**config.mk**
```make
export PLATFORM = sky130hd
export DESIGN_NAME = connection_retry_keepalive_timer_unit
export DESIGN_NICKNAME = d
export VERILOG_FILES = /design/src/hw/rtl/crkt_pkg.sv /design/src/hw/rtl/crkt_ram.sv /design/src/hw/rtl/crkt_queue.sv /design/src/hw/rtl/crkt_front.sv /design/src/hw/rtl/crkt_back.sv /design/src/hw/rtl/connection_retry_keepalive_timer_unit.sv
export SDC_FILE = /design/constraint.sdc
export NUM_CORES = 2
export LEC_CHECK = 0
export BUFFER_PORTS_ARGS = -buffer_cell sky130_fd_sc_hd__buf_2
export CAP_MARGIN = 20
export CORE_ASPECT_RATIO = 0.8
export CORE_MARGIN = 5
export CORE_UTILIZATION = 25
export DETAILED_ROUTE_END_ITERATION = 8
export GPL_TIMING_DRIVEN = 0
export PLACE_DENSITY = 0.52
export SLEW_MARGIN = 5
export SYNTH_ARGS = -nofsm -noshare
export SYNTH_HDL_FRONTEND = slang
export SYNTH_SLANG_ARGS = --single-unit
```
**constraint.sdc**
```tcl
create_clock -name clk -period 6.75 [get_ports clk]
set_input_delay 0.675 -clock clk [delete_from_list [all_inputs] [get_ports clk]]
set_output_delay 0.675 -clock clk [all_outputs]
set_load 0.05 [all_outputs]
```
**src/hw/rtl/crkt_pkg.sv**
```systemverilog
// shared types and constants for the connection retry and keepalive timer
// no dependencies; imported by every module of the block but crkt_ram
package crkt_pkg;

    // table geometry and field widths
    localparam int SLOTS_DEF   = 32;
    localparam int MAX_RESULTS = 32;
    localparam int SLOT_W      = 5;
    localparam int CLASS_W     = 2;
    localparam int IVL_W       = 16;
    localparam int ATT_W       = 8;
    localparam int VERDICT_W   = 3;
    localparam int CFG_IDX_W   = 2;
    localparam int CFG_DATA_W  = 16;
    localparam int IN_DATA_W   = 32;
    localparam int IN_USER_W   = 2;
    localparam int OUT_DATA_W  = 8;
    localparam int QUEUE_DEPTH = 2;

    // configuration register indexes
    localparam logic [CFG_IDX_W-1:0] CFG_PING_INTERVAL      = 2'd0;
    localparam logic [CFG_IDX_W-1:0] CFG_PINGS_BEFORE_PURGE = 2'd1;

    // configuration reset values
    localparam logic [IVL_W-1:0] TBP_RESET = 16'd10;
    localparam logic [ATT_W-1:0] PBP_RESET = 8'd3;

    // connection classes
    localparam logic [CLASS_W-1:0] CLS_AWAIT = 2'd0;
    localparam logic [CLASS_W-1:0] CLS_TIMED = 2'd2;

    // saturation value of a doubled interval
    localparam logic [IVL_W-1:0] IVL_MAX = '1;

    typedef enum logic [1:0] {
        OP_TICK   = 2'd0,
        OP_LOAD   = 2'd1,
        OP_SETC   = 2'd2,
        OP_REMOVE = 2'd3
    } op_t;

    typedef enum logic [VERDICT_W-1:0] {
        V_ACK   = 3'd0,
        V_RETRY = 3'd1,
        V_TIMED = 3'd2,
        V_PING  = 3'd3,
        V_PURGE = 3'd4
    } verdict_t;

    // classified command passed from front to back
    typedef struct packed {
        op_t                kind;
        logic               in_range;
        logic [SLOT_W-1:0]  slot;
        logic [CLASS_W-1:0] conn_class;
        logic [IVL_W-1:0]   retry_interval;
        logic [ATT_W-1:0]   attempts;
    } cmd_t;

    // one slot of the table as stored in memory
    typedef struct packed {
        logic [CLASS_W-1:0] cls;
        logic [IVL_W-1:0]   period;
        logic [IVL_W-1:0]   retry_cd;
        logic [ATT_W-1:0]   att_left;
        logic [IVL_W-1:0]   ping_cd;
        logic [ATT_W-1:0]   pings_left;
    } entry_t;

    localparam int ENTRY_W = $bits(entry_t);

    typedef struct packed {
        entry_t   entry;
        verdict_t verdict;
    } step_t;

    typedef enum logic [2:0] {
        B_IDLE,
        B_SETC,
        B_ACK,
        B_TICK,
        B_FLUSH
    } back_state_t;

endpackage

```
**src/hw/rtl/crkt_ram.sv**
```systemverilog
// generic single-port-write, single-port-read ram with registered read
// no dependencies
module crkt_ram #(
    parameter int WIDTH = 8,
    parameter int DEPTH = 32
) (
    input  logic                     clk,
    input  logic                     we,
    input  logic [$clog2(DEPTH)-1:0] waddr,
    input  logic [WIDTH-1:0]         wdata,
    input  logic                     re,
    input  logic [$clog2(DEPTH)-1:0] raddr,
    output logic [WIDTH-1:0]         rdata
);

    logic [WIDTH-1:0] mem_reg [DEPTH];
    logic [WIDTH-1:0] rdata_reg;

    // write port
    always_ff @(posedge clk)
    begin
        if (we)
        begin
            mem_reg[waddr] <= wdata;
        end
    end

    // registered read port, holds while not enabled
    always_ff @(posedge clk)
    begin
        if (re)
        begin
            rdata_reg <= mem_reg[raddr];
        end
    end

    assign rdata = rdata_reg;

endmodule

```
**src/hw/rtl/crkt_queue.sv**
```systemverilog
// short command queue between the front and back parts
// depends on crkt_pkg for cmd_t
module crkt_queue (
    input  logic          clk,
    input  logic          rst_n,
    input  logic          push,
    input  crkt_pkg::cmd_t push_cmd,
    output logic          full,
    input  logic          pop,
    output logic          not_empty,
    output crkt_pkg::cmd_t head
);
    import crkt_pkg::*;

    localparam int PTR_W = $clog2(QUEUE_DEPTH);
    localparam int CNT_W = $clog2(QUEUE_DEPTH + 1);

    cmd_t             buf_reg [QUEUE_DEPTH];
    logic [PTR_W-1:0] wr_ptr_reg;
    logic [PTR_W-1:0] rd_ptr_reg;
    logic [CNT_W-1:0] count_reg;

    assign full      = (count_reg == CNT_W'(QUEUE_DEPTH));
    assign not_empty = (count_reg != '0);
    assign head      = buf_reg[rd_ptr_reg];

    // storage
    always_ff @(posedge clk)
    begin
        if (push)
        begin
            buf_reg[wr_ptr_reg] <= push_cmd;
        end
    end

    // pointers and fill count
    always_ff @(posedge clk or negedge rst_n)
    begin
        if (!rst_n)
        begin
            wr_ptr_reg <= '0;
            rd_ptr_reg <= '0;
            count_reg  <= '0;
        end
        else
        begin
            if (push)
            begin
                wr_ptr_reg <= wr_ptr_reg + 1'b1;
            end
            if (pop)
            begin
                rd_ptr_reg <= rd_ptr_reg + 1'b1;
            end
            if (push && !pop)
            begin
                count_reg <= count_reg + 1'b1;
            end
            else if (pop && !push)
            begin
                count_reg <= count_reg - 1'b1;
            end
        end
    end

endmodule

```
**src/hw/rtl/crkt_front.sv**
```systemverilog
// front part: accepts input transfers, decodes and range-checks them
// depends on crkt_pkg and crkt_queue
module crkt_front #(
    parameter int SLOTS = crkt_pkg::SLOTS_DEF
) (
    input  logic                           clk,
    input  logic                           rst_n,
    input  logic                           s_axis_tvalid,
    output logic                           s_axis_tready,
    input  logic [crkt_pkg::IN_DATA_W-1:0] s_axis_tdata,
    input  logic [crkt_pkg::IN_USER_W-1:0] s_axis_tuser,
    input  logic                           pop,
    output logic                           cmd_valid,
    output crkt_pkg::cmd_t                 cmd
);
    import crkt_pkg::*;

    logic full;
    logic push;
    cmd_t dec;

    assign s_axis_tready = !full;
    assign push          = s_axis_tvalid && s_axis_tready;

    // field unpacking and classification
    always_comb
    begin
        dec.slot           = s_axis_tdata[4:0];
        dec.conn_class     = s_axis_tdata[6:5];
        dec.retry_interval = s_axis_tdata[22:7];
        dec.attempts       = s_axis_tdata[30:23];
        dec.in_range       = ((SLOT_W + 2)'(dec.slot) < (SLOT_W + 2)'(SLOTS));
        unique case (s_axis_tuser)
            2'd0:    dec.kind = OP_TICK;
            2'd1:    dec.kind = OP_LOAD;
            2'd2:    dec.kind = OP_SETC;
            default: dec.kind = OP_REMOVE;
        endcase
    end

    crkt_queue u_queue (
        .clk       (clk),
        .rst_n     (rst_n),
        .push      (push),
        .push_cmd  (dec),
        .full      (full),
        .pop       (pop),
        .not_empty (cmd_valid),
        .head      (cmd)
    );

endmodule

```
**src/hw/rtl/crkt_back.sv**
```systemverilog
// back part: slot table, tick walk, configuration registers and output register
// depends on crkt_pkg and crkt_ram
module crkt_back #(
    parameter int SLOTS = crkt_pkg::SLOTS_DEF
) (
    input  logic                            clk,
    input  logic                            rst_n,
    input  logic                            cmd_valid,
    input  crkt_pkg::cmd_t                  cmd,
    output logic                            pop,
    input  logic                            cfg_valid,
    output logic                            cfg_ready,
    input  logic [crkt_pkg::CFG_IDX_W-1:0]  cfg_index,
    input  logic [crkt_pkg::CFG_DATA_W-1:0] cfg_data,
    output logic                            m_axis_tvalid,
    input  logic                            m_axis_tready,
    output logic [crkt_pkg::OUT_DATA_W-1:0] m_axis_tdata,
    output logic                            m_axis_tlast
);
    import crkt_pkg::*;

    localparam int IDXW  = $clog2(SLOTS);
    localparam int CNT_W = $clog2(MAX_RESULTS + 1);

    // advance one valid slot by one tick
    function automatic step_t slot_step(entry_t e, logic [IVL_W-1:0] tbp);
        step_t            s;
        logic [IVL_W:0]   dbl;
        s.entry   = e;
        s.verdict = V_ACK;
        dbl       = {e.period, 1'b0};
        if (e.cls == CLS_TIMED)
        begin
            s.verdict = V_PURGE;
        end
        else if (e.cls == CLS_AWAIT)
        begin
            if (e.retry_cd != '0)
            begin
                s.entry.retry_cd = e.retry_cd - 1'b1;
            end
            if (s.entry.retry_cd == '0)
            begin
                if (e.att_left != '0)
                begin
                    s.entry.att_left = e.att_left - 1'b1;
                end
                if (s.entry.att_left == '0)
                begin
                    s.verdict = V_TIMED;
                end
                else
                begin
                    s.entry.period   = dbl[IVL_W] ? IVL_MAX : dbl[IVL_W-1:0];
                    s.entry.retry_cd = s.entry.period;
                    s.verdict        = V_RETRY;
                end
            end
        end
        else
        begin
            if (e.ping_cd != '0)
            begin
                s.entry.ping_cd = e.ping_cd - 1'b1;
            end
            if (s.entry.ping_cd == '0)
            begin
                if (e.pings_left != '0)
                begin
                    s.entry.pings_left = e.pings_left - 1'b1;
                end
                if (s.entry.pings_left == '0)
                begin
                    s.verdict = V_TIMED;
                end
                else
                begin
                    s.entry.ping_cd = tbp;
                    s.verdict       = V_PING;
                end
            end
        end
        return s;
    endfunction

    back_state_t       state_reg, state_next;
    cmd_t              cmd_reg, cmd_next;
    logic [SLOTS-1:0]  valid_reg, valid_next;
    logic [IDXW:0]     rd_idx_reg, rd_idx_next;
    logic              ex_vld_reg, ex_vld_next;
    logic [IDXW-1:0]   ex_idx_reg, ex_idx_next;
    logic [CNT_W-1:0]  n_reg, n_next;
    logic              held_vld_reg, held_vld_next;
    logic [SLOT_W-1:0] held_slot_reg, held_slot_next;
    verdict_t          held_verdict_reg, held_verdict_next;
    logic [IVL_W-1:0]  tbp_reg, tbp_next;
    logic [ATT_W-1:0]  pbp_reg, pbp_next;

    logic              out_vld_reg;
    logic [SLOT_W-1:0] out_slot_reg;
    verdict_t          out_verdict_reg;
    logic              out_last_reg;

    logic              push_vld;
    logic [SLOT_W-1:0] push_slot;
    verdict_t          push_verdict;
    logic              push_last;
    logic              out_can;

    logic              ram_we;
    logic [IDXW-1:0]   ram_waddr;
    entry_t            ram_wdata;
    logic              ram_re;
    logic [IDXW-1:0]   ram_raddr;
    logic [ENTRY_W-1:0] ram_rdata;
    entry_t            rd_entry;

    logic              ex_live;
    logic              report;
    logic              stall;
    step_t             st;
    logic [IDXW-1:0]   cmd_idx;
    logic [IDXW-1:0]   cmd_reg_idx;

    assign rd_entry    = entry_t'(ram_rdata);
    assign out_can     = !out_vld_reg || m_axis_tready;
    assign cfg_ready   = 1'b1;
    assign cmd_idx     = IDXW'(cmd.slot);
    assign cmd_reg_idx = IDXW'(cmd_reg.slot);

    crkt_ram #(
        .WIDTH (ENTRY_W),
        .DEPTH (SLOTS)
    ) u_table (
        .clk   (clk),
        .we    (ram_we),
        .waddr (ram_waddr),
        .wdata (ram_wdata),
        .re    (ram_re),
        .raddr (ram_raddr),
        .rdata (ram_rdata)
    );

    // tick step on the slot most recently read from the table
    always_comb
    begin
        st      = slot_step(rd_entry, tbp_reg);
        ex_live = ex_vld_reg && valid_reg[ex_idx_reg];
        report  = ex_live && (st.verdict != V_ACK) && (n_reg < CNT_W'(MAX_RESULTS));
        stall   = report && held_vld_reg && !out_can;
    end

    // sequencer: next state, table access and result transfers
    always_comb
    begin
        state_next        = state_reg;
        cmd_next          = cmd_reg;
        valid_next        = valid_reg;
        rd_idx_next       = rd_idx_reg;
        ex_vld_next       = ex_vld_reg;
        ex_idx_next       = ex_idx_reg;
        n_next            = n_reg;
        held_vld_next     = held_vld_reg;
        held_slot_next    = held_slot_reg;
        held_verdict_next = held_verdict_reg;
        tbp_next          = tbp_reg;
        pbp_next          = pbp_reg;
        pop               = 1'b0;
        push_vld          = 1'b0;
        push_slot         = '0;
        push_verdict      = V_ACK;
        push_last         = 1'b1;
        ram_we            = 1'b0;
        ram_waddr         = cmd_idx;
        ram_wdata         = '0;
        ram_re            = 1'b0;
        ram_raddr         = cmd_idx;

        // configuration writes
        if (cfg_valid)
        begin
            unique case (cfg_index)
                CFG_PING_INTERVAL:      tbp_next = cfg_data;
                CFG_PINGS_BEFORE_PURGE: pbp_next = cfg_data[ATT_W-1:0];
                default: ;
            endcase
        end

        unique case (state_reg)
            B_IDLE:
            begin
                if (cmd_valid)
                begin
                    pop      = 1'b1;
                    cmd_next = cmd;
                    unique case (cmd.kind)
                        OP_TICK:
                        begin
                            rd_idx_next   = '0;
                            ex_vld_next   = 1'b0;
                            n_next        = '0;
                            held_vld_next = 1'b0;
                            state_next    = B_TICK;
                        end
                        OP_LOAD:
                        begin
                            if (cmd.in_range)
                            begin
                                ram_we               = 1'b1;
                                ram_wdata.cls        = cmd.conn_class;
                                ram_wdata.period     = cmd.retry_interval;
                                ram_wdata.retry_cd   = cmd.retry_interval;
                                ram_wdata.att_left   = cmd.attempts;
                                ram_wdata.ping_cd    = tbp_reg;
                                ram_wdata.pings_left = pbp_reg;
                                valid_next[cmd_idx]  = 1'b1;
                            end
                            state_next = B_ACK;
                        end
                        OP_SETC:
                        begin
                            if (cmd.in_range)
                            begin
                                ram_re     = 1'b1;
                                state_next = B_SETC;
                            end
                            else
                            begin
                                state_next = B_ACK;
                            end
                        end
                        default:
                        begin
                            if (cmd.in_range)
                            begin
                                valid_next[cmd_idx] = 1'b0;
                            end
                            state_next = B_ACK;
                        end
                    endcase
                end
            end
            B_SETC:
            begin
                // rewrite the entry with only the class changed
                ram_we        = 1'b1;
                ram_waddr     = cmd_reg_idx;
                ram_wdata     = rd_entry;
                ram_wdata.cls = cmd_reg.conn_class;
                state_next    = B_ACK;
            end
            B_ACK:
            begin
                if (out_can)
                begin
                    push_vld   = 1'b1;
                    state_next = B_IDLE;
                end
            end
            B_TICK:
            begin
                if (!stall)
                begin
                    if (ex_live)
                    begin
                        ram_we    = 1'b1;
                        ram_waddr = ex_idx_reg;
                        ram_wdata = st.entry;
                    end
                    // the newest report is held until the next proves it not last
                    if (report)
                    begin
                        if (held_vld_reg)
                        begin
                            push_vld     = 1'b1;
                            push_slot    = held_slot_reg;
                            push_verdict = held_verdict_reg;
                            push_last    = 1'b0;
                        end
                        held_vld_next     = 1'b1;
                        held_slot_next    = SLOT_W'(ex_idx_reg);
                        held_verdict_next = st.verdict;
                        n_next            = n_reg + 1'b1;
                    end
                    if (rd_idx_reg < (IDXW + 1)'(SLOTS))
                    begin
                        ram_re      = 1'b1;
                        ram_raddr   = rd_idx_reg[IDXW-1:0];
                        ex_vld_next = 1'b1;
                        ex_idx_next = rd_idx_reg[IDXW-1:0];
                        rd_idx_next = rd_idx_reg + 1'b1;
                    end
                    else
                    begin
                        ex_vld_next = 1'b0;
                        if (!ex_vld_reg)
                        begin
                            state_next = B_FLUSH;
                        end
                    end
                end
            end
            B_FLUSH:
            begin
                if (out_can)
                begin
                    push_vld = 1'b1;
                    if (held_vld_reg)
                    begin
                        push_slot    = held_slot_reg;
                        push_verdict = held_verdict_reg;
                    end
                    state_next = B_IDLE;
                end
            end
            default:
            begin
                state_next = B_IDLE;
            end
        endcase
    end

    // control registers
    always_ff @(posedge clk or negedge rst_n)
    begin
        if (!rst_n)
        begin
            state_reg     <= B_IDLE;
            valid_reg     <= '0;
            rd_idx_reg    <= '0;
            ex_vld_reg    <= 1'b0;
            n_reg         <= '0;
            held_vld_reg  <= 1'b0;
            tbp_reg       <= TBP_RESET;
            pbp_reg       <= PBP_RESET;
            out_vld_reg   <= 1'b0;
        end
        else
        begin
            state_reg    <= state_next;
            valid_reg    <= valid_next;
            rd_idx_reg   <= rd_idx_next;
            ex_vld_reg   <= ex_vld_next;
            n_reg        <= n_next;
            held_vld_reg <= held_vld_next;
            tbp_reg      <= tbp_next;
            pbp_reg      <= pbp_next;
            if (push_vld)
            begin
                out_vld_reg <= 1'b1;
            end
            else if (m_axis_tready)
            begin
                out_vld_reg <= 1'b0;
            end
        end
    end

    // payload registers
    always_ff @(posedge clk)
    begin
        cmd_reg          <= cmd_next;
        ex_idx_reg       <= ex_idx_next;
        held_slot_reg    <= held_slot_next;
        held_verdict_reg <= held_verdict_next;
        if (push_vld)
        begin
            out_slot_reg    <= push_slot;
            out_verdict_reg <= push_verdict;
            out_last_reg    <= push_last;
        end
    end

    assign m_axis_tvalid = out_vld_reg;
    assign m_axis_tdata  = {out_verdict_reg, out_slot_reg};
    assign m_axis_tlast  = out_last_reg;

endmodule

```
**src/hw/rtl/connection_retry_keepalive_timer_unit.sv**
```systemverilog
// top level of the connection retry and keepalive timer
// depends on crkt_pkg, crkt_front and crkt_back
//
// Usage
//   s_axis carries commands: tuser selects tick, load, set class or remove,
//   tdata carries slot, class, retry interval and attempt count. m_axis
//   carries results (slot and verdict in tdata, tlast on the final result of
//   each command). cfg writes the ping interval (index 0) and
//   pings_before_purge (index 1); cfg_ready is always high.
// Sequence and throughput
//   load, remove: the table is written on acceptance, then the acknowledgement
//   is registered; set class first reads the slot, then writes it back.
//   a tick walks the slot memory one slot per cycle through its single read
//   port while the walk is not paused by an output stall; its last result is
//   held until the walk ends and then passed to the output register.
// Reset
//   rst_n clears all slot valid bits and the queue and loads the register
//   defaults; slot memory contents are not cleared, as only load validates.
// Stalls
//   a result waits in the output register while m_axis_tready is low; the
//   walk pauses when a second result is ready while the output register is
//   still occupied, and input stalls once the two-entry command queue fills.
module connection_retry_keepalive_timer_unit #(
    parameter int SLOTS = crkt_pkg::SLOTS_DEF
) (
    input  logic                            clk,
    input  logic                            rst_n,
    // tdata: slot[4:0], conn_class[6:5], retry_interval[22:7], attempts[30:23]
    input  logic                            s_axis_tvalid,
    output logic                            s_axis_tready,
    input  logic [crkt_pkg::IN_DATA_W-1:0]  s_axis_tdata,
    // tuser: opcode[1:0]
    input  logic [crkt_pkg::IN_USER_W-1:0]  s_axis_tuser,
    // tdata: slot_out[4:0], verdict[7:5]
    output logic                            m_axis_tvalid,
    input  logic                            m_axis_tready,
    output logic [crkt_pkg::OUT_DATA_W-1:0] m_axis_tdata,
    output logic                            m_axis_tlast,
    input  logic                            cfg_valid,
    output logic                            cfg_ready,
    input  logic [crkt_pkg::CFG_IDX_W-1:0]  cfg_index,
    input  logic [crkt_pkg::CFG_DATA_W-1:0] cfg_data
);
    import crkt_pkg::*;

    logic cmd_valid;
    logic pop;
    cmd_t cmd;

    crkt_front #(
        .SLOTS (SLOTS)
    ) u_front (
        .clk           (clk),
        .rst_n         (rst_n),
        .s_axis_tvalid (s_axis_tvalid),
        .s_axis_tready (s_axis_tready),
        .s_axis_tdata  (s_axis_tdata),
        .s_axis_tuser  (s_axis_tuser),
        .pop           (pop),
        .cmd_valid     (cmd_valid),
        .cmd           (cmd)
    );

    crkt_back #(
        .SLOTS (SLOTS)
    ) u_back (
        .clk           (clk),
        .rst_n         (rst_n),
        .cmd_valid     (cmd_valid),
        .cmd           (cmd),
        .pop           (pop),
        .cfg_valid     (cfg_valid),
        .cfg_ready     (cfg_ready),
        .cfg_index     (cfg_index),
        .cfg_data      (cfg_data),
        .m_axis_tvalid (m_axis_tvalid),
        .m_axis_tready (m_axis_tready),
        .m_axis_tdata  (m_axis_tdata),
        .m_axis_tlast  (m_axis_tlast)
    );

endmodule

```
Word level (Yosys, flattened, before mapping)
Memory sizes are Yosys's and may differ from the RTL's. A register that Yosys moved wholly into a read port is not among the register bits.
Cells that the tools add are included.
{"block": "op_classes", "magnitude_cmp": 5, "n_reduce_logical": 46, "eq_ne": 19, "add_sub_neg": 10, "mux": 107, "bitwise": 7}
{"op": "2-to-1 mux 66 bit", "n": 5}
{"op": "case mux 66 bit (3 select lines)", "n": 1}
{"op": "2-to-1 mux 16 bit", "n": 8}
{"op": "2-to-1 mux 32 bit", "n": 3}
{"op": "2-to-1 mux 40 bit", "n": 2}
{"op": "2-to-1 mux 64 bit", "n": 1}
{"op": "2-to-1 mux 8 bit", "n": 8}
{"op": "case mux 32 bit (2 select lines)", "n": 1}
{"op": "2-to-1 mux 5 bit", "n": 9}
{"op": "2-to-1 mux 3 bit", "n": 12}
{"op": "2-to-1 mux 6 bit", "n": 6}
{"op": "bitwise AND 32 bit", "n": 1}
{"op": "logical NOT 16 bit", "n": 2}
{"op": "inverter 32 bit", "n": 1}
{"op": "OR 32 bit", "n": 1}
{"op": "nonzero test 16 bit", "n": 2}
{"op": "subtractor 16 x 1 -> 16 bit, second input constant", "n": 2}
{"op": "2-to-1 mux 1 bit", "n": 30}
{"op": "2-to-1 mux 27 bit", "n": 1}
{"op": "2-to-1 mux 24 bit", "n": 1}
{"op": "case mux 6 bit (2 select lines)", "n": 2}
{"op": "case mux 5 bit (2 select lines)", "n": 2}
{"op": "logical NOT 8 bit", "n": 2}
{"op": "nonzero test 8 bit", "n": 2}
{"op": "other kinds (37)", "n": 89}
{"block": "word_totals", "elab_cells": 216, "inputBits": 57, "mem_count": 2, "register_bits": 107, "mem_bits_rw": 2178, "output_inout_bits": 12}
{"memory": "u_back.u_table.mem_reg", "words": 32, "word_bits": 66, "read_ports": 1, "rd_clocked_by_memory_dff": 1, "write_ports": 1, "line_no": "crkt_ram.sv:16", "source": "logic [WIDTH-1:0] mem_reg [DEPTH];"}
{"memory": "u_front.u_queue.buf_reg", "words": 2, "word_bits": 33, "read_ports": 1, "rd_clocked_by_memory_dff": 0, "write_ports": 1, "line_no": "crkt_queue.sv:18", "source": "cmd_t buf_reg [QUEUE_DEPTH];"}

Longest topological paths before layout
{"block": "depth", "ltp_word": 22, "depth_mapped": 20, "mapped_depth_nobuf": 15}

Modules after synthesis
From an unflattened synthesis, not the netlist that was laid out.
{"block": "hier_totals", "cells_unflattened": 4318, "hier_area_um2": 93313.2}
{"module": "crkt_ram", "n_inst": 1, "area_per_inst_um2": 82112.5, "cells_per_inst": 3197, "seq_area_each_um2": 65402.7}
{"module": "crkt_back", "n_inst": 1, "area_per_inst_um2": 8385.5, "cells_per_inst": 994, "seq_area_each_um2": 2727.6}
{"module": "crkt_queue", "n_inst": 1, "area_per_inst_um2": 2793.9, "cells_per_inst": 122, "seq_area_each_um2": 2142.1}
{"module": "crkt_front", "n_inst": 1, "area_per_inst_um2": 21.3, "cells_per_inst": 5, "seq_area_each_um2": 0.0}

Worst setup path after synthesis
Ideal clock, no wire load.
{"block": "synth_timing", "kind": "reg-to-reg", "startpoint": "register u_front.u_queue.rd_ptr_reg", "endpoint": "register u_back.u_table.rdata_reg[0] (netlist: u_back.u_table.rdata[0]) (read register of u_back.u_table.mem_reg), enable pin", "required_time_ps": 6169, "path_buffers": 2, "t_arrival_ps": 6296, "path_stages_with_launch": 6, "synth_period_minus_slack_ps": 6877, "slack_ps": -127, "setup_ps": 581, "cell_sequence": "dfrtp_1 clkbuf_1 clkbuf_1 mux2i_1 nand2_1 o21ai_0"}
{"block": "synth_via", "elab_chain_len": 5, "elab_cells_between_ends": 8, "classes_between": "eq/ne: 1; mux: 6; memory: 1"}
{"item": "from (decl)", "line_no": "crkt_queue.sv:20", "source": "logic [PTR_W-1:0] rd_ptr_reg;"}
{"item": "from (signal assigned)", "line_no": "crkt_queue.sv:53", "source": "rd_ptr_reg <= rd_ptr_reg + 1'b1;"}
{"item": "memory (2 x 33 bit)"}
{"item": "== test 2 bit", "line_no": "crkt_back.sv:196", "source": "unique case (cmd.kind)"}
{"item": "2-to-1 mux 1 bit", "line_no": "crkt_back.sv:196"}
{"item": "2-to-1 mux 1 bit", "line_no": "crkt_back.sv:192", "source": "if (cmd_valid)"}
{"item": "case mux 1 bit (2 select lines)", "line_no": "crkt_back.sv:189", "source": "unique case (state_reg)"}
{"item": "named net u_back.ram_re", "line_no": "crkt_back.sv:113", "source": "logic ram_re;"}
{"item": "to (decl)", "line_no": "crkt_ram.sv:17", "source": "logic [WIDTH-1:0] rdata_reg;"}
The timed path passes the listed nets, and every way through them passes these cells.
A chain may end at the register's enable or synchronous reset.

Final worst setup path
{"block": "layout_timing", "startpoint": "register u_back.u_table.rdata_reg[32] (netlist: u_back.u_table.rdata[32]) (read register of u_back.u_table.mem_reg)", "endpoint": "memory u_back.u_table.mem_reg[19][9] (netlist name), enable pin"}
{"block": "layout_via", "elab_chain_len": 17, "elab_cells_between_ends": 20, "classes_between": "add/sub: 1; mux: 12; reduce/logical: 7"}
{"item": "subtractor 16 x 1 -> 16 bit or nonzero test 16 bit (tied branches)", "line_no": "crkt_back.sv:40, crkt_back.sv:38"}
{"item": "2-to-1 mux 16 bit (*)", "line_no": "crkt_back.sv:38", "source": "if (e.retry_cd != '0)"}
{"item": "2-to-1 mux 16 bit (*)", "line_no": "crkt_back.sv:36", "source": "else if (e.cls == CLS_AWAIT)"}
{"item": "2-to-1 mux 16 bit (*)", "line_no": "crkt_back.sv:32", "source": "if (e.cls == CLS_TIMED)"}
{"item": "logical NOT 16 bit (*)", "line_no": "crkt_back.sv:42", "source": "if (s.entry.retry_cd == '0)"}
{"item": "2-to-1 mux 3 bit (*)", "line_no": "crkt_back.sv:42"}
{"item": "2-to-1 mux 3 bit (*)", "line_no": "crkt_back.sv:36"}
{"item": "2-to-1 mux 3 bit (*)", "line_no": "crkt_back.sv:32"}
{"item": "nonzero test 3 bit (*)", "line_no": "crkt_back.sv:149", "source": "report = ex_live && (st.verdict != V_ACK) && (n_reg < CNT_W'(MAX_RESULTS));"}
{"item": "logical AND 1 bit (*) (2 in series)", "line_no": "crkt_back.sv:149"}
{"item": "logical AND 1 bit (*) (2 in series)", "line_no": "crkt_back.sv:150", "source": "stall = report && held_vld_reg && !out_can;"}
{"item": "2-to-1 mux 1 bit", "line_no": "crkt_back.sv:262", "source": "if (!stall)"}
{"item": "case mux 1 bit (3 select lines)", "line_no": "crkt_back.sv:189"}
{"item": "2-to-1 mux 1 bit", "line_no": "crkt_ram.sv:22", "source": "if (we)"}
{"item": "2-to-1 mux 1 bit (not written as such)", "line_no": "crkt_ram.sv:24", "source": "mem_reg[waddr] <= wdata;"}
{"item": "to (decl)", "line_no": "crkt_ram.sv:16"}
Every way passes the cells marked *; elsewhere a longest branch is shown, timed or not. The select of a mux whose other input is x is not followed.

==> run_results.csv <==
group,metric,value,unit
layout,multi_input_area,22500,sq um
setup_path,crit_chain,"inv_1 -> ha_1 -> or3b_2 -> clkbuf_1 -> o21ai_0 -> o2111ai_1 -> nor4_4 -> a21oi_2 -> o2bb2ai_4 -> a31oi_1 -> buf_4 -> o21ai_2 -> a221o_1 -> nor2b_1 -> nand2_1 -> nor2_4 -> buf_12 -> buf_12",
synth,syn_avg_cell_area,17.2,sq um
synth,synth_edf_count,2273,
global_route,overflow,0,
floorplan,dieArea,388000,sq um
global_route,grt_pass1_vias,53700,
synth,syn-num-nets,5540,
global_route,track_usage,0.161,
flow_run,cap_violations,0,
sta,fmax,0.149,GHz
floorplan,core-area,375000,sq um
setup_path,worstPathMaxFanout,19,
floorplan,row_count,201,
route,drt_iter0_markers,8192,
layout,largest_reg_flops,2112,
place,hpwlAfterDp,233,mm
synth,ys_seq_area_frac,0.747,
clock_tree,clk_path_buf_depth,4,
route,vias,56600,
setup_path,cp.required,7270,ps
sta,hold_ws,42.6,ps
sta,tns,0,ps
place,globalplace.congestion,0.898,
layout,drive_gt1_frac,0.184,
clock_tree,clk_pin_slew,70,ps
sta,hold_viol,0,
setup_path,crit_type,"reg -> reg",
place,dp_cells,10700,
setup_path,endpoint_kind,"flop",
synth,syn_inst,5476,
synth,ys_seq_elements,2351,
setup_path,critPathMaxStageDelay,590,ps
floorplan,initial_core_util,0.251,
layout,syn_to_final_growth,19.9,%
synth,synth-async-reset-ratio,0.0332,
clock_tree,cts_sinks,2351,
route,drt_wl_total,325,mm
route,dr.pass1.iters,6,
power,p_leak,0.0375,uW
sta,max_slew_margin,0.131,
setup_path,worst_path_most_repeated_cell,"buf_12",
global_route,grt_pass1_wl,443,mm
clock_tree,cts_tree,"built",
setup_path,crit_path_start_kind,"flop",
synth,ys_types,88,
sta,worst_pin_slew,1300,ps
setup_path,ff2ff_setup_slack,30,ps
route,via_per_inst,5.07,
layout,num-fill-cells,36600,
sta,setup_viol_count_final,0,
power,ir_worst_vdd,0.000255,V
synth,ys.warnings.count,0,
floorplan,die_w,695,um
sta,finalClockSkew,105,ps
clock_tree,cts_inserted_buffers,226,
sta,final.min_clock_period,6720,ps
synth,synth_ff_type,"edfxtp_1",
layout,final_nets,6064,
status,status,"complete, no violations",
min_path,hold_class,"in -> reg",
clock_tree,clk_latency,910,ps
place,portBuffers,64,
sta,fin_crit_sh,0.995,
clock_tree,h-tree-depth,4,
route,drc_errors,0,
floorplan,die_h,558,um
clock_tree,clock-root-buffer,"clkbuf_16",
floorplan,boundaryPins,69,
global_route,grt_max_degree,57,
setup_path,cp_slowest_cell,"o21ai_2",
layout,fin_cells,11200,
global_route,antenna_found_initial,34,
sta,drv_slew,0,
synth,syn_area,94000,sq um
setup_path,worstPathArrival,7230,ps
route,wl_per_cell,29.1,um
power,powerDensity,460,nW/um^2
layout,regArea,70200,sq um
route,drtAntennaViolNets,0,
==> cells in the final DEF, fill, tap and decap left out, drive strengths merged, types with 11 or more instances in the layout <==
master / Yosys / routed
edfxtp: 2273 / 2273
mux2i: 584 / 584
clkbuf: 160 / 445
buf: 161 / 430
nand2: 401 / 401
mux4: 199 / 199
a21oi: 165 / 165
nand3: 163 / 163
o21ai: 151 / 151
o22ai: 136 / 136
nor2: 133 / 133
inv: 113 / 117
clkinv: 4 / 95
o221ai: 77 / 77
dfrtp: 74 / 74
a211oi: 73 / 73
a22oi: 47 / 47
nor4: 44 / 44
nor3: 38 / 38
mux2: 37 / 37
a221o: 34 / 34
o41ai: 33 / 33
a221oi: 29 / 29
a31oi: 29 / 29
bufinv: 0 / 25
a2111oi: 25 / 25
and2: 22 / 22
o211a: 20 / 20
a311oi: 20 / 20
o311ai: 20 / 20
dlygate4sd3: 0 / 17
nand2b: 14 / 14
nand4: 14 / 14
or2: 14 / 14
diode: 0 / 13
a32oi: 13 / 13
or3: 11 / 11
nor2b: 11 / 11
==> synth_stat cells, drive strengths merged (33+ instances only) <==
master  count  area share
o41ai      33      0.0031
clkbuf    160      0.0064
dfrtp      74       0.020
nand2     401       0.016
nor2      133      0.0053
nor4       44      0.0031
a211oi     73      0.0058
o221ai     77      0.0072
a221o      34      0.0036
mux2i     584       0.062
inv       113      0.0045
o22ai     136      0.0091
nor3       38      0.0021
a22oi      47      0.0038
edfxtp   2273        0.73
a21oi     165      0.0088
mux2       37      0.0044
o21ai     151      0.0082
mux4      199       0.048
nand3     163      0.0087
buf       161       0.011
==> routing by layer <==
metal / part of all wire / vias up / GRT usage
li1: - / 23200 / -
met2: 0.42 / 2974 / 0.235
met1: 0.44 / 30000 / 0.239
met4: 0.027 / 2 / 0.0415
met3: 0.10 / 470 / 0.0396
met5: 0.000040 / - / 0
==> through the flow <==
stage | util | setup WS [ps] | cell area, sq um | total power (uW)
detailed placement | 0.279 | -688 | 104000 | 38600
floorplan | - | 27.3 | 94000 | 29900
global placement | 0.268 | -7640 | 101000 | 37800
CTS | 0.299 | -0.541 | 112000 | 51300
finish | 0.301 | 32.1 | 113000 | 51800
global route | 0.301 | -13.4 | 113000 | 53300
==> what timing repair did <==
action / 4_1_cts / 5_1_grt
endpoints found under the hold margin: 54 / 0
gates resized for setup: 41 / 55
setup buffers: 10 / 14
pin swaps: 3 / 6
hold buffers: 17 / 0
setup endpoints to repair: 988 / 663
==> final timing paths <==
path	start	depth (start not counted)	to
setup / recovery	u_back.u_table.rdata[32]	18	u_back.u_table.mem_reg[19][9]
hold reg to reg	u_back.rd_idx_reg[2]	0	u_back.ex_idx_reg[2]
min in group asynchronous	rst_n	2	u_back.m_axis_tvalid
hold / removal	s_axis_tdata[11]	1	u_front.u_queue.buf_reg[0][12]
setup reg to reg	u_back.u_table.rdata[32]	18	u_back.u_table.mem_reg[19][9]
max in group asynchronous	rst_n	3	u_back.tbp_reg[3]
==> power breakdown <==
group          internal (uW)  leakage [uW]  switching, uW
logic                   5920        0.0120          13500
registers              19000        0.0220            631
clock network           7140       0.00349           5570
==> cell families (layout without fill, tap and decap cells) <==
logic type | count (synthesis) | in the layout | synth area share
flip-flops | 2351 | 2351 | 0.747
other | 1 | 14 | 0.0000399
multiplexers | 820 | 820 | 0.114
XOR/XNOR | 14 | 14 | 0.00130
buffers and inverters | 438 | 1139 | 0.0219
adder cells (fa/ha/maj) | 7 | 7 | 0.000932
AO/OA/AOI/OAI | 942 | 942 | 0.0701
AND/OR/NAND/NOR | 903 | 903 | 0.0442
==> critical path: cells and delay by family (launching register included) <==
family          cells  cell delay (ps)
flops               1              460
fa+ha+maj           1              270
simple gates        5             2100
compound gates      7             2300
buf+inv             5             1070
==> final cells by class <==
cell class	count	area share
clock inverters	128	0.0112
multi-input cells	2687	0.199
clock buffers	277	0.0525
plain buffers	319	0.0149
flip-flops and latches	2351	0.623
inverters	117	0.00390
repair buffers	298	0.0393
well taps	4973	0.0552
diodes	13	0.000289
(Power assumes the default switching activity.)
